<file path="config.mk">
export PLATFORM = sky130hd
export DESIGN_NAME = greedy_independent_set_partition_unit
export DESIGN_NICKNAME = d
export VERILOG_FILES = /design/src/sv/gisp_pkg.sv /design/src/sv/greedy_independent_set_partition_unit.sv /design/src/sv/gisp_ram.sv
export VERILOG_INCLUDE_DIRS = /design/src /design/src/sv
export SDC_FILE = /design/constraint.sdc
export NUM_CORES = 1
export LEC_CHECK = 0
export BUFFER_PORTS_ARGS = -buffer_cell sky130_fd_sc_hd__buf_2
export CELL_PAD_IN_SITES_DETAIL_PLACEMENT = 2
export CELL_PAD_IN_SITES_GLOBAL_PLACEMENT = 2
export CORE_AREA = 3 3 416 335
export CTS_BUF_LIST = sky130_fd_sc_hd__clkbuf_4
export CTS_CLUSTER_DIAMETER = 200
export DETAILED_ROUTE_END_ITERATION = 8
export DIE_AREA = 0 0 419 338
export PLACE_DENSITY = 0.66
export SLEW_MARGIN = 20
export SYNTH_ARGS = -nofsm -noshare
export SYNTH_HDL_FRONTEND = slang
export SYNTH_HIERARCHICAL = 1
export SYNTH_SLANG_ARGS = --single-unit
</file>
<file path="constraint.sdc">
create_clock -name clk -period 7.45 [get_ports clk]
set_clock_uncertainty 0.1 [all_clocks]
set_input_delay 0.745 -clock clk [delete_from_list [all_inputs] [get_ports clk]]
set_output_delay 0.745 -clock clk [all_outputs]
set_load 0.005 [all_outputs]
</file>
<file path="src/sv/greedy_independent_set_partition_unit_assert.svh">
// ----------------------------------------------------------------------------
// Assertion macros for the greedy independent set partition unit
// Shared concurrent-check shapes, clocked on clk and disabled in rst.
// ----------------------------------------------------------------------------
`ifndef GREEDY_INDEPENDENT_SET_PARTITION_UNIT_ASSERT_SVH
`define GREEDY_INDEPENDENT_SET_PARTITION_UNIT_ASSERT_SVH

// Same-cycle implication.
`define GISP_ASSERT_NOW(lbl, pre, post, msg) \
  lbl: assert property (@(posedge clk) disable iff (rst) (pre) |-> (post)) \
    else $error(msg);

// Next-cycle implication.
`define GISP_ASSERT_NEXT(lbl, pre, post, msg) \
  lbl: assert property (@(posedge clk) disable iff (rst) (pre) |=> (post)) \
    else $error(msg);

`endif

</file>
<file path="src/sv/gisp_pkg.sv">
// ----------------------------------------------------------------------------
// gisp_pkg
// Types, constants and helpers of the greedy independent set partition unit.
// ----------------------------------------------------------------------------
`default_nettype none

package gisp_pkg;

  localparam int MAX_NODES_DEF = 32;
  localparam int NODE_W        = 5;
  localparam int ROW_W         = 32;
  localparam int CNT_W         = 6;
  localparam int TDATA_W       = 40;

  localparam logic [CNT_W-1:0] NODE_COUNT_RST = 6'd32;

  typedef enum logic [1:0] {
    S_IDLE,
    S_PICK,
    S_APPLY,
    S_OUT
  } state_t;

  // Index of the lowest set bit; zero for an empty word.
  function automatic logic [NODE_W-1:0] lowest_one(input logic [ROW_W-1:0] v);
    logic [NODE_W-1:0] idx;
    idx = '0;
    for (int i = ROW_W - 1; i >= 0; i--) begin
      if (v[i]) begin
        idx = NODE_W'(i);
      end
    end
    return idx;
  endfunction

  // Mask of the low n bits, n in 0..32.
  function automatic logic [ROW_W-1:0] low_mask(input logic [CNT_W-1:0] n);
    logic [ROW_W-1:0] m;
    if (n[CNT_W-1]) begin
      m = '1;
    end else begin
      m = (ROW_W'(1) << n[NODE_W-1:0]) - ROW_W'(1);
    end
    return m;
  endfunction

endpackage

`default_nettype wire

</file>
<file path="src/sv/greedy_independent_set_partition_unit.sv">
// ----------------------------------------------------------------------------
// greedy_independent_set_partition_unit
// Loads adjacency rows into a row store; on the row of the highest node in
// use, splits the nodes into independent sets by greedy rounds and sends
// one member mask per round.
// ----------------------------------------------------------------------------
//
//  channel   dir  beat / fields (low bit up)
//  --------  ---  ---------------------------------------------------------
//  s_axis    in   tdata: row_index[4:0], adjacency_row[36:5], zero pad
//  m_axis    out  tdata: set_index[4:0], member_mask[36:5], zero pad;
//                 tlast: last_set
//  cfg       in   cfg_wen / cfg_wdata: node_count (6 bits)
//
//  The beat of the highest node in use (node_count-1, node_count capped at the
//  store size) starts a partition: each chosen node passes through S_PICK
//  (encode + row read) and then S_APPLY (apply the row), and each round ends
//  in S_OUT, which holds while m_axis_tready is low.
//  s_axis_tready is low from the trigger beat until the last set is taken.
//  rst is synchronous; the row store is never cleared and needs no clear pass.
// ----------------------------------------------------------------------------
`default_nettype none

module greedy_independent_set_partition_unit #(
  parameter int MAX_NODES = gisp_pkg::MAX_NODES_DEF
) (
  input  wire logic                          clk,
  input  wire logic                          rst,
  // configuration: node_count
  input  wire logic                          cfg_wen,
  input  wire logic [gisp_pkg::CNT_W-1:0]    cfg_wdata,
  // row input
  input  wire logic                          s_axis_tvalid,
  output logic                               s_axis_tready,
  input  wire logic [gisp_pkg::TDATA_W-1:0]  s_axis_tdata,  // row_index, adjacency_row
  // set output
  output logic                               m_axis_tvalid,
  input  wire logic                          m_axis_tready,
  output logic      [gisp_pkg::TDATA_W-1:0]  m_axis_tdata,  // set_index, member_mask
  output logic                               m_axis_tlast   // last_set
);

  localparam int NODE_W = gisp_pkg::NODE_W;
  localparam int ROW_W  = gisp_pkg::ROW_W;
  localparam int CNT_W  = gisp_pkg::CNT_W;
  localparam int AW     = $clog2(MAX_NODES);
  // usable node count never exceeds the store or the mask width
  localparam int CAP    = (MAX_NODES < ROW_W) ? MAX_NODES : ROW_W;

  // --------------------------------------------------------------------------
  // registers
  // --------------------------------------------------------------------------
  gisp_pkg::state_t   state, state_next;
  logic [CNT_W-1:0]   node_count;
  logic [ROW_W-1:0]   pool, pool_next;       // nodes still open this round
  logic [ROW_W-1:0]   nxt_pool, nxt_pool_next; // nodes pushed to next round
  logic [ROW_W-1:0]   set_mask, set_mask_next; // members of this round
  logic [NODE_W-1:0]  round, round_next;
  logic [NODE_W-1:0]  pick_idx;                // node whose row is in flight

  // --------------------------------------------------------------------------
  // input beat decode
  // --------------------------------------------------------------------------
  logic [NODE_W-1:0]  in_row_index;
  logic [ROW_W-1:0]   in_row;
  logic               in_beat;
  logic               store_ok;
  logic [CNT_W-1:0]   n_eff;
  logic [ROW_W-1:0]   valid_mask;
  logic               trigger;

  assign in_row_index = s_axis_tdata[NODE_W-1:0];
  assign in_row       = s_axis_tdata[NODE_W+ROW_W-1:NODE_W];
  assign in_beat      = s_axis_tvalid && s_axis_tready;
  assign store_ok     = (32'(in_row_index) < MAX_NODES);

  assign n_eff      = (32'(node_count) > CAP) ? CNT_W'(CAP) : node_count;
  assign valid_mask = gisp_pkg::low_mask(n_eff);
  assign trigger    = (n_eff != '0) && ({1'b0, in_row_index} == (n_eff - CNT_W'(1)));

  // --------------------------------------------------------------------------
  // row store
  // --------------------------------------------------------------------------
  logic               ram_we;
  logic [NODE_W-1:0]  ram_node;
  logic [AW-1:0]      ram_addr;
  logic [ROW_W-1:0]   ram_rdata;

  // node number to store address; the address width follows MAX_NODES
  assign ram_addr = AW'(ram_node);

  gisp_ram #(
    .WIDTH (ROW_W),
    .DEPTH (MAX_NODES)
  ) u_row_store (
    .clk   (clk),
    .we    (ram_we),
    .addr  (ram_addr),
    .wdata (in_row),
    .rdata (ram_rdata)
  );

  // --------------------------------------------------------------------------
  // round datapath
  // --------------------------------------------------------------------------
  logic [NODE_W-1:0]  low_idx;
  logic [ROW_W-1:0]   low_bit;
  logic [ROW_W-1:0]   moved;
  logic [ROW_W-1:0]   pool_after;
  logic [ROW_W-1:0]   nxt_after;

  assign low_idx    = gisp_pkg::lowest_one(pool);
  assign low_bit    = ROW_W'(1) << low_idx;
  // chosen bit already left the pool, so self loops drop out here
  assign moved      = ram_rdata & valid_mask & pool;
  assign pool_after = pool & ~moved;
  assign nxt_after  = nxt_pool | moved;

  // --------------------------------------------------------------------------
  // next state
  // --------------------------------------------------------------------------
  always_comb begin
    state_next = state;
    unique case (state)
      gisp_pkg::S_IDLE: begin
        if (in_beat && trigger) state_next = gisp_pkg::S_PICK;
      end
      gisp_pkg::S_PICK: begin
        state_next = gisp_pkg::S_APPLY;
      end
      gisp_pkg::S_APPLY: begin
        state_next = (pool_after == '0) ? gisp_pkg::S_OUT : gisp_pkg::S_PICK;
      end
      gisp_pkg::S_OUT: begin
        if (m_axis_tready) begin
          state_next = (nxt_pool == '0) ? gisp_pkg::S_IDLE : gisp_pkg::S_PICK;
        end
      end
      default: state_next = gisp_pkg::S_IDLE;
    endcase
  end

  // --------------------------------------------------------------------------
  // outputs and datapath updates
  // --------------------------------------------------------------------------
  always_comb begin
    s_axis_tready = 1'b0;
    m_axis_tvalid = 1'b0;
    ram_we        = 1'b0;
    ram_node      = in_row_index;
    pool_next     = pool;
    nxt_pool_next = nxt_pool;
    set_mask_next = set_mask;
    round_next    = round;
    unique case (state)
      gisp_pkg::S_IDLE: begin
        s_axis_tready = 1'b1;
        ram_we        = in_beat && store_ok;
        if (in_beat && trigger) begin
          pool_next     = valid_mask;
          nxt_pool_next = '0;
          set_mask_next = '0;
          round_next    = '0;
        end
      end
      gisp_pkg::S_PICK: begin
        ram_node      = low_idx;
        set_mask_next = set_mask | low_bit;
        pool_next     = pool & ~low_bit;
      end
      gisp_pkg::S_APPLY: begin
        ram_node      = pick_idx;
        pool_next     = pool_after;
        nxt_pool_next = nxt_after;
      end
      gisp_pkg::S_OUT: begin
        m_axis_tvalid = 1'b1;
        ram_node      = pick_idx;
        if (m_axis_tready) begin
          pool_next     = nxt_pool;
          nxt_pool_next = '0;
          set_mask_next = '0;
          round_next    = round + NODE_W'(1);
        end
      end
      default: begin
      end
    endcase
  end

  assign m_axis_tdata = {{(gisp_pkg::TDATA_W - NODE_W - ROW_W){1'b0}}, set_mask, round};
  assign m_axis_tlast = (nxt_pool == '0);

  // --------------------------------------------------------------------------
  // register update
  // --------------------------------------------------------------------------
  always_ff @(posedge clk) begin
    if (rst) begin
      state      <= gisp_pkg::S_IDLE;
      node_count <= gisp_pkg::NODE_COUNT_RST;
      pool       <= '0;
      nxt_pool   <= '0;
      set_mask   <= '0;
      round      <= '0;
    end else begin
      state    <= state_next;
      pool     <= pool_next;
      nxt_pool <= nxt_pool_next;
      set_mask <= set_mask_next;
      round    <= round_next;
      if (cfg_wen) begin
        node_count <= cfg_wdata;
      end
    end
  end

  always_ff @(posedge clk) begin
    if (state == gisp_pkg::S_PICK) begin
      pick_idx <= low_idx;
    end
  end

  // --------------------------------------------------------------------------
  // checks
  // --------------------------------------------------------------------------
`include "greedy_independent_set_partition_unit_assert.svh"

  `GISP_ASSERT_NOW(a_sets_disjoint, state != gisp_pkg::S_IDLE, ((set_mask & pool) == '0) && ((set_mask & nxt_pool) == '0) && ((pool & nxt_pool) == '0), "set, pool and next pool overlap")
  `GISP_ASSERT_NOW(a_set_nonempty, m_axis_tvalid, set_mask != '0, "empty set emitted")
  `GISP_ASSERT_NOW(a_set_in_range, m_axis_tvalid, (set_mask & ~valid_mask) == '0, "set holds node beyond node count")
  `GISP_ASSERT_NEXT(a_last_frees_input, m_axis_tvalid && m_axis_tready && m_axis_tlast, s_axis_tready, "input not reopened after last set")

endmodule

`default_nettype wire

</file>
<file path="src/sv/gisp_ram.sv">
// ----------------------------------------------------------------------------
// gisp_ram
// Single-port synchronous RAM, one write or read per cycle, registered read.
// ----------------------------------------------------------------------------
`default_nettype none

module gisp_ram #(
  parameter int WIDTH = 32,
  parameter int DEPTH = 32
) (
  input  wire logic                     clk,
  input  wire logic                     we,
  input  wire logic [$clog2(DEPTH)-1:0] addr,
  input  wire logic [WIDTH-1:0]         wdata,
  output logic      [WIDTH-1:0]         rdata
);

  logic [WIDTH-1:0] mem [DEPTH];

  always_ff @(posedge clk) begin
    if (we) begin
      mem[addr] <= wdata;
    end
    rdata <= mem[addr];
  end

endmodule

`default_nettype wire

</file>
==> run_results.csv, run 1 <==
group,metric,value,unit
run_status,outcome,"completed",
final_layout,layout.area.seq,0.0337,mm^2
timing,slew_violations,0,
routing,drcViolationCount,0,
yosys,yosys.area_share.adder,0.211,%
setup_path,crit_fanout,18,
timing,period_minus_slack,5.41,ns
final_layout,area_growth,15.6,%
floorplanning,dieHeight,338,um
cts,cts_made_buffers,318,
placement,portBuffers,87,
timing,rsz0062_at_grt,"false",
floorplanning,core,0.136,mm^2
cts,insertion_delay,1.28,ns
routing,drt_iter0_markers,2480,
timing,slew_headroom,20.5,%
timing,setup_viol,0,
global_route,grt_pass1_vias,33300,
final_layout,final_nets,3591,
cts,cts.path.max_buffers,4,
yosys,synth_top_family_by_area,"multiplexers",
setup_path,criticalPathCategory,"flop to flop",
yosys,ys.flop_type,"edfxtp_1",
yosys,synth_simple_gate_area_share,6.09,%
yosys,synth_edf_count,1029,
power_and_ir_drop,ir_drop,175,uV
yosys,yosys-top-cells-area,"edfxtp_1, mux2i_1, dfxtp_1, o22ai_1, nor2_1",
timing,setup_tns,0,ns
yosys,synth-compound-area-share,8.40,%
final_layout,fin_util,40.3,%
global_route,overflow,0,
job,max_cap_violations,0,
yosys,synth-xor-area-share,0.259,%
cts,htreeDepth,5,
yosys,synth_mux_area_share,11.2,%
timing,worst_pin_slew,1.19,ns
final_layout,layout-drive-gt1-share,20.7,%
timing,clock.fmax,0.185,GHz
yosys,synth_top_area_cell,"edfxtp_1",
routing,drtPass1Iterations,5,
final_layout,fin_cells,5525,
yosys,synth_top_cell_area_share,65.3,%
placement,gp_congestion,0.886,
yosys,ys_ff_latch,1170,
routing,wl_per_cell,30.2,um
yosys,ys_seq_area_share,71.2,%
final_layout,fillers,13400,
floorplanning,start_util,34.9,%
floorplanning,num_rows,121,
power_and_ir_drop,power.density,287,mW/mm^2
global_route,grt_pass1_wl,239000,um
setup_path,slowest_delay,0.81,ns
global_route,grtUsageTotal,23.4,%
setup_path,worst_path_max_delay_cell,"nor4_1",
yosys,synth_warnings,6,
cts,cts.sinks,1170,
floorplanning,die_area,0.142,mm^2
global_route,grt_max_degree,111,
worst_hold_path,hold_class,"input pin to flop",
cts,cts_setup_buffers,0,
floorplanning,die_w,419,um
yosys,syn-cell-area,0.0473,mm^2
final_layout,multi_input_area,0.0128,mm^2
placement,dp.final_hpwl,102000,um
routing,wirelength,167000,um
timing,fin_hold_ws,0.311,ns
timing,hold_violations,0,
placement,dp.cells,4942,
routing,drtAntennaViolNets,0,
power_and_ir_drop,leakage,19.4,nW
cts,tritoncts,"built",
yosys,syn_inst,3164,
setup_path,crit_chain,"nor4_1, a21oi_1, o21ai_1, nand2_1, nor2_1, a21oi_1, o21ai_2, buf_4, nand4bb_4, buf_4, o22ai_1, nor4_1, nand2_1",
setup_path,crit_path_start_kind,"flop",
yosys,ys_async_sr_fraction,0,%
routing,vias_per_cell,5.65,
yosys,avgSynthCellArea,15.0,um^2
yosys,ys_types,97,
cts,cts-root-buf,"clkbuf_4",
routing,dr_total_vias,31200,
cts,clk_pin_slew_worst_paths,0.07,ns
global_route,antenna_found_initial,5,
setup_path,end_kind,"flop",
setup_path,critPathArrivalTime,6.35,ns
timing,post-route-period-util,72.6,%
floorplanning,ios,94,
setup_path,critPathRequiredTime,8.39,ns
cts,cts_resized,0,
## state kept, by name, summed over array words and instances, names as in the netlist
name,flops
pool,32
round,5
node_count,6
state,2
pick_idx,5
nxt_pool,32
u_row_store/mem,1024
set_mask,32
u_row_store/rdata,32
## layout make-up
type,count,area share [%]
clock buffers,477,6.54
multi-input cells,1742,23.3
inverters,52,0.359
repair buffers,248,3.60
diodes,11,0.0503
clock inverters,42,0.448
flip-flops and latches,1170,61.6
well taps,1783,4.08
## metal layers
metal,GRT usage [%],vias to the layer above,routed length (um)
met1,32.5,16600,75500
met5,0,-,0
met2,36.7,1013,77400
met4,7.59,0,4250
li1,-,13400,-
met3,4.97,267,9680
## cells in the mapped netlist (5+ instances only)
library cell / n
a311oi_1: 6
inv_2: 6
nand3_1: 27
a211oi_1: 15
a21oi_1: 118
xnor2_1: 6
nor2_1: 194
mux2i_1: 523
nand2_1: 118
o21ai_1: 9
dfxtp_1: 141
xor2_1: 8
a21o_1: 5
nand4b_1: 7
and2_1: 7
nor3_1: 40
nor4_1: 86
o21a_1: 12
o22ai_1: 260
buf_2: 90
buf_1: 6
buf_4: 5
o31ai_1: 13
edfxtp_1: 1029
o21ai_0: 51
nand4bb_1: 6
nand2b_1: 11
or3_1: 7
inv_1: 43
nand3b_1: 5
and3_1: 9
buf_6: 20
o211ai_1: 11
clkbuf_1: 81
or4_1: 5
ha_1: 8
a41oi_1: 8
a31oi_1: 27
o31a_1: 6
nand4_1: 14
## where the power goes
part / internal [mW] / switching, mW
combinational: 0.756 / 1.75
sequential: 7.36 / 0.201
clock: 3.00 / 2.67
## layout by cell type, fill, tap and decap left out, drive strengths merged, types with 9 or more instances in the layout
cell         netlist  final
edfxtp          1029   1029
mux2i            523    523
clkbuf            81    477
o22ai            260    260
nor2             197    197
buf              121    196
dfxtp            141    141
nand2            118    118
a21oi            118    118
nor4              86     86
o21ai             62     62
inv               49     54
dlygate4sd3        0     52
nor3              40     40
clkinv             3     37
nand3             28     28
a31oi             27     27
a211oi            15     15
nand4             14     14
o31ai             13     13
o21a              12     12
diode              0     11
nand2b            11     11
o211ai            11     11
and3               9      9
## metrics by stage
step | setup WS (ns) | instance area (um^2) | power (mW)
2_1_floorplan | 2.11 | 47400 | 9.00
3_3_place_gp | 2.23 | 50300 | 10.1
3_5_place_dp | 2.14 | 50300 | 10.1
4_1_cts | 2.06 | 54700 | 15.9
5_1_grt | 1.79 | 54700 | 16.4
6_report | 2.04 | 54700 | 15.7
## worst paths after layout
path                 from                     to  slack, ns  cells after the start
min reg2reg  set_mask[24]           set_mask[24]       0.37                      2
max              pool[17]  u_row_store/rdata[10]       2.04                     13
min                   rst               pool[17]       0.31                      3
max reg2reg      pool[17]  u_row_store/rdata[10]       2.04                     13
## kinds of logic after synthesis
family,Yosys count
xor+xnor,14
buf+inv,254
mux,528
other cells,1
fa+ha+maj,8
simple gates,573
flops,1170
compound gates,616
## critical path, delay by kind of cell, from the launching register on
family / cells / cell delay (ns)
AND/OR/NAND/NOR: 6 / 2.44
flip-flops: 1 / 0.43
buffers and inverters: 2 / 0.79
AO/OA/AOI/OAI: 5 / 1.36
## repair_timing
| item | 4_1_cts | 5_1_grt |
|---|---|---|
| setup endpoints to repair | 0 | 0 |
| hold buffers | 52 | 0 |
| hold endpoints to repair | 1055 | 0 |
No activity file was read; power rests on OpenSTA's default activity.
==> run 2, diff against run 1 <==
Settings changed: PLACE_DENSITY 0.66 to 0.69.
Clock period 7.45 ns to 4.45 ns, I/O delays scaled along.
==> run 2 against run 1 <==
Core utilization grew 1.4 points; critical endpoint is now u_row_store/mem[17][28]; register-to-register slack lost 1.9 ns; die area is the same; design area grew 3.4%; critical path depth shrank 2; cell count grew 3.1%; worst hold slack lost 0.15 ns; highest routed layer unchanged.
==> run_results.csv, run 2 (synthesized netlist as in run 1, its figures left out) <==
group,metric,value,unit
routing,wirelength,174000,um
power_and_ir_drop,leakage,20.4,nW
cts,cts_made_buffers,316,
floorplanning,die_w,419,um
placement,dp.final_hpwl,109000,um
global_route,grt_pass1_wl,249000,um
timing,slew_violations,0,
timing,clock.fmax,0.232,GHz
power_and_ir_drop,power.density,475,mW/mm^2
setup_path,end_kind,"flop",
floorplanning,ios,94,
cts,cts-root-buf,"clkbuf_4",
floorplanning,num_rows,121,
setup_path,crit_path_start_kind,"flop",
setup_path,crit_family,"simple AND/OR/NAND/NOR gates",
timing,hold_violations,0,
cts,clk_pin_slew_worst_paths,0.08,ns
floorplanning,start_util,34.9,%
timing,worst_pin_slew,1.05,ns
cts,cts.sinks,1170,
setup_path,criticalPathCategory,"flop to flop",
global_route,grtUsageTotal,24.3,%
routing,drtAntennaViolNets,0,
setup_path,worst_path_max_delay_cell,"nor2_4",
routing,wl_per_cell,30.6,um
cts,insertion_delay,1.28,ns
routing,dr_total_vias,32200,
setup_path,crit_fanout,16,
setup_path,path_buf_inv,3,
cts,tritoncts,"built",
routing,drcViolationCount,0,
routing,drt_iter0_markers,2989,
final_layout,largest_register,"u_row_store/mem",
final_layout,final_nets,3747,
job,max_cap_violations,0,
global_route,overflow,0,
timing,period_minus_slack,4.31,ns
floorplanning,core,0.136,mm^2
floorplanning,die_area,0.142,mm^2
setup_path,cpMostUsedCell,"buf_4",
final_layout,layout-drive-gt1-share,23.3,%
final_layout,final_common_cell,"edfxtp_1",
floorplanning,dieHeight,338,um
global_route,grt_max_degree,47,
setup_path,crit_chain,"buf_4, nor4_1, nand3_1, nand2_1, a21oi_1, mux2i_1, o21ai_4, buf_4, or3b_2, nor2_4, buf_12",
routing,drtPass1Iterations,5,
setup_path,critPathArrivalTime,5.06,ns
worst_hold_path,hold_class,"input pin to flop",
timing,setup_viol,0,
setup_path,critPathRequiredTime,5.21,ns
timing,rsz0062_at_grt,"false",
final_layout,area_growth,19.5,%
power_and_ir_drop,power,26.9,mW
final_layout,fillers,13300,
final_layout,final_cell_mix,"edfxtp_1, mux2i_1, clkbuf_4, o22ai_1, buf_4",
cts,cts.path.max_buffers,4,
routing,vias_per_cell,5.66,
timing,slew_headroom,30.0,%
timing,post-route-period-util,96.8,%
global_route,antenna_found_initial,4,
placement,gp_congestion,0.903,
placement,portBuffers,87,
timing,setup_tns,0,ns
cts,htreeDepth,5,
global_route,grt_pass1_vias,34700,
setup_path,slowest_delay,0.66,ns
run_status,outcome,"completed",
final_layout,largest_register_ffs,1024,
power_and_ir_drop,ir_drop,301,uV
## run 2: changes by cell type in the layout (fill, tap and decap cells not counted), moves of 5 or more
cell           before  now
buf_12             14   56
buf_4              94  193
clkinv_1           29   55
clkinv_2            8    3
diode_2            11    4
dlygate4sd3_1      52   68
## run 2: metal layers
layer / up-vias / GRT usage (%) / routed length [um]
met5: - / 0 / 0
met4: 0 / 8.08 / 4780
met3: 275 / 4.33 / 10700
met2: 1125 / 38.4 / 80700
met1: 17100 / 33.8 / 78000
li1: 13700 / - / -
## run 2: repair_timing
item | 4_1_cts | 5_1_grt
hold buffers | 68 | 0
setup buffers | 3 | 0
gates resized for setup | 3 | 2
endpoints found under the hold margin | 1079 | 0
gates cloned | 0 | 1
setup endpoints to repair | 1 | 114
pin swaps | 1 | 0
## run 2: cell type report
cell class	count	area, um^2	area share (%)
Sequential cell	1170	33700	59.6
Inverter	52	196	0.347
Clock inverter	62	292	0.515
Multi-Input combinational cell	1743	12800	22.7
Tap cell	1783	2230	3.94
Clock buffer	477	3580	6.33
Timing Repair Buffer	405	3700	6.54
Antenna cell	4	10.0	0.0177
## run 2: final timing paths
| kind | slack [ns] | cells after the start | startpoint | endpoint |
|---|---|---|---|---|
| worst min-delay path | 0.16 | 2 | s_axis_tdata[32] | u_row_store/mem[19][27] |
| worst max-delay path | 0.14 | 11 | pool[31] | u_row_store/mem[17][28] |
| worst max register to register | 0.14 | 11 | pool[31] | u_row_store/mem[17][28] |
| worst min register to register | 0.36 | 2 | set_mask[2] | set_mask[2] |
## run 2: stage by stage
step	worst slack, ns	utilization, %	area (um^2)	hold WS (ns)	std cells
final	0.144	41.7	56600	0.160	5696
after detailed placement	-0.0510	38.2	51900	0.354	5080
after CTS	0.0137	41.6	56500	0.00600	5690
after global placement	0.00388	38.2	51900	0.345	5080
after floorplan	-0.218	-	47400	0.339	3166
after global routing	0.0305	41.7	56600	0.119	5696
## run 2: report_power, final
group / switching (mW) / leakage, nW / internal [mW]
registers: 0.358 / 10.4 / 12.3
logic: 3.01 / 7.64 / 1.59
clock network: 4.61 / 2.33 / 4.98
total: 7.98 / 20.4 / 18.9
## run 2: worst register-to-register path: cells and delay by family, from the launching register on
family,cells,cell delay (ns)
flip-flops,1,0.34
AND/OR/NAND/NOR,5,2.30
buffers and inverters,3,0.66
multiplexers,1,0.26
AO/OA/AOI/OAI,2,0.31
==> run 3, diff against run 2 <==
Settings changed: ABC_AREA set to 1, CORE_AREA 3 3 416 335 to 3 3 429 346, DIE_AREA 0 0 419 338 to 0 0 432 349, PLACE_DENSITY 0.69 to 0.76.
==> run 3 against run 2 <==
Cell count increased by 40%; core utilization rose by 0.71 points; synthesized area rose by 6.4%; via count increased by 30%; sequential power is 7% higher; non-clock buffer count is 36 higher; largest power group is now combinational logic; fmax is 0.76% lower; die area is 6.5% higher; synthesized cell count up 68%.
==> run_results.csv, run 3 <==
group,metric,value,unit
global_route,top_usage_layer,"met2",
routing,drt_iter0_markers,3163,
yosys,avgSynthCellArea,9.49,um^2
final_layout,largest_register,"u_row_store/mem",
setup_path,critPathRequiredTime,5.23,ns
yosys,synth_common_cells,"nand2_1, edfxtp_1, nor2_1, clkbuf_1",
yosys,ys.flop_type,"edfxtp_1",
placement,dp.final_hpwl,122000,um
yosys,synth_top_area_cell,"edfxtp_1",
timing,slew_violations,0,
global_route,overflow,0,
setup_path,worst_path_max_delay_cell,"dfxtp_2",
worst_hold_path,hold_class,"input pin to flop",
final_layout,fin_util,42.4,%
routing,drcViolationCount,0,
setup_path,slowest_delay,0.33,ns
timing,setup_tns,0,ns
floorplanning,die_area,0.151,mm^2
timing,clock.fmax,0.230,GHz
timing,fin_hold_ws,0.191,ns
yosys,synth_edf_count,1029,
setup_path,crit_fanout,12,
yosys,ys_ff_latch,1170,
floorplanning,die_w,432,um
cts,htreeDepth,5,
cts,insertion_delay,1.26,ns
global_route,met1_usage,33.8,%
final_layout,final_cell_mix,"nand2_1, edfxtp_1, clkbuf_4, nor2_1, buf_4",
timing,hold_violations,0,
power_and_ir_drop,ir_drop,586,uV
yosys,ys_seq_area_share,66.9,%
cts,cts_made_buffers,324,
floorplanning,ios,94,
timing,slew_headroom,43.9,%
yosys,ys_async_sr_fraction,0,%
timing,period_minus_slack,4.34,ns
yosys,synth_top_cell_area_share,61.3,%
final_layout,layout.area.seq,0.0337,mm^2
global_route,grtUsageMet3,4.19,%
routing,wirelength,206000,um
global_route,grt_pass1_vias,45200,
timing,setup_viol,0,
setup_path,end_kind,"flop",
placement,place_ws,-0.116,ns
global_route,grt_pass1_wl,289000,um
yosys,yosys-top-cells-area,"edfxtp_1, nand2_1, dfxtp_1, nor2_1, clkbuf_1",
final_layout,layout-drive-gt1-share,17.3,%
routing,drtPass1Iterations,5,
cts,clk_pin_slew_worst_paths,0.10,ns
routing,dr_total_vias,41800,
routing,drtAntennaViolNets,0,
timing,fin_ws,0.111,ns
setup_path,criticalPathCategory,"flop to flop",
setup_path,crit_path_start_kind,"flop",
final_layout,largest_register_ffs,1024,
timing,rsz0062_at_grt,"true",
cts,cts.path.max_buffers,4,
setup_path,critPathArrivalTime,5.12,ns
global_route,grtUsageTotal,25.6,%
final_layout,area_growth,21.6,%
cts,cts-root-buf,"clkbuf_4",
yosys,syn-cell-area,0.0504,mm^2
global_route,gr-usage-met2,42.8,%
cts,cts.sinks,1170,
yosys,ys_types,57,
floorplanning,dieHeight,349,um
run_status,outcome,"completed",
global_route,grt_max_degree,65,
job,max_cap_violations,0,
final_layout,final_nets,5893,
final_layout,multi_input_area,0.0157,mm^2
placement,gp_congestion,0.870,
global_route,antenna_found_initial,7,
placement,portBuffers,87,
final_layout,fin_cells,7953,
final_layout,final_common_cell,"nand2_1",
floorplanning,core,0.145,mm^2
yosys,synth_warnings,6,
final_layout,fillers,15400,
routing,vias_per_cell,5.26,
power_and_ir_drop,power.density,751,mW/mm^2
floorplanning,num_rows,125,
timing,worst_pin_slew,0.835,ns
setup_path,cpMostUsedCell,"nand2_1",
routing,wl_per_cell,26.0,um
cts,tritoncts,"built",
floorplanning,start_util,34.8,%
placement,dp.cells,7299,
power_and_ir_drop,leakage,25.6,nW
timing,post-route-period-util,97.5,%
yosys,syn_inst,5311,
yosys,yosysMostFrequentCell,"nand2_1",
==> run 3: cell families (layout without fill, tap and decap cells) <==
| logic type | after synthesis | count (layout) | synth area share [%] |
|---|---|---|---|
| AO/OA/AOI/OAI | 249 | 249 | 2.86 |
| AND/OR/NAND/NOR | 3471 | 3471 | 26.7 |
| flip-flops | 1170 | 1170 | 66.9 |
| other | 1 | 8 | 0.00744 |
| XOR/XNOR | 6 | 6 | 0.104 |
| buffers and inverters | 406 | 1136 | 3.24 |
| adder cells (fa/ha/maj) | 8 | 8 | 0.199 |
==> run 3: per-stage QoR <==
stage | cell area (um^2) | power, mW
6_report | 61300 | 46.1
5_1_grt | 61300 | 48.8
4_1_cts | 60200 | 44.4
3_5_place_dp | 55500 | 34.2
3_3_place_gp | 55500 | 33.2
2_1_floorplan | 50400 | 24.6
==> run 3: repair_timing <==
| action | CTS | global route |
|---|---|---|
| gates cloned | 0 | 15 |
| gates resized for setup | 6 | 136 |
| setup endpoints to repair | 36 | 1070 |
| buffers inserted | 3 | 26 |
| endpoints found under the hold margin | 1132 | 0 |
| hold buffers | 71 | 0 |
| pin swaps | 2 | 40 |
==> run 3: final timing paths <==
check                        from  slack, ns                 endpoint  cells after the start
hold reg to reg      set_mask[11]       0.35             set_mask[11]                      2
hold / removal    s_axis_tdata[6]       0.19    u_row_store/mem[0][1]                      2
setup / recovery         pool[29]       0.11  u_row_store/mem[19][30]                     39
setup reg to reg         pool[29]       0.11  u_row_store/mem[19][30]                     39
==> run 3: area by class of cell <==
| type | instances | area share (%) |
|---|---|---|
| Sequential cell | 1170 | 55.0 |
| Multi-Input combinational cell | 3737 | 25.6 |
| Timing Repair Buffer | 441 | 8.04 |
| Clock buffer | 489 | 5.99 |
| Tap cell | 1905 | 3.89 |
| Inverter | 160 | 1.04 |
| Clock inverter | 46 | 0.380 |
| Antenna cell | 5 | 0.0204 |
==> run 3: worst max-delay path: cells and delay by family, from the launching register on <==
| kind | cells | cell delay [ns] |
|---|---|---|
| compound gates | 1 | 0.15 |
| flops | 1 | 0.33 |
| simple gates | 32 | 2.22 |
| buf+inv | 6 | 1.10 |
==> run 3: power breakdown <==
group          internal [mW]  switching [mW]  leakage, nW
Clock                   5.08            4.81         2.37
Sequential              13.1           0.568         10.4
Combinational           6.61            15.9         12.8
Total                   24.8            21.3         25.6
==> run 3: per-layer routing <==
layer	share of wire (%)	routed length (um)	vias up
met5	0.016	33	-
met4	3.5	7250	4
met3	5.8	12000	433
met2	48	99000	1295
met1	43	88300	21600
li1	-	-	18500
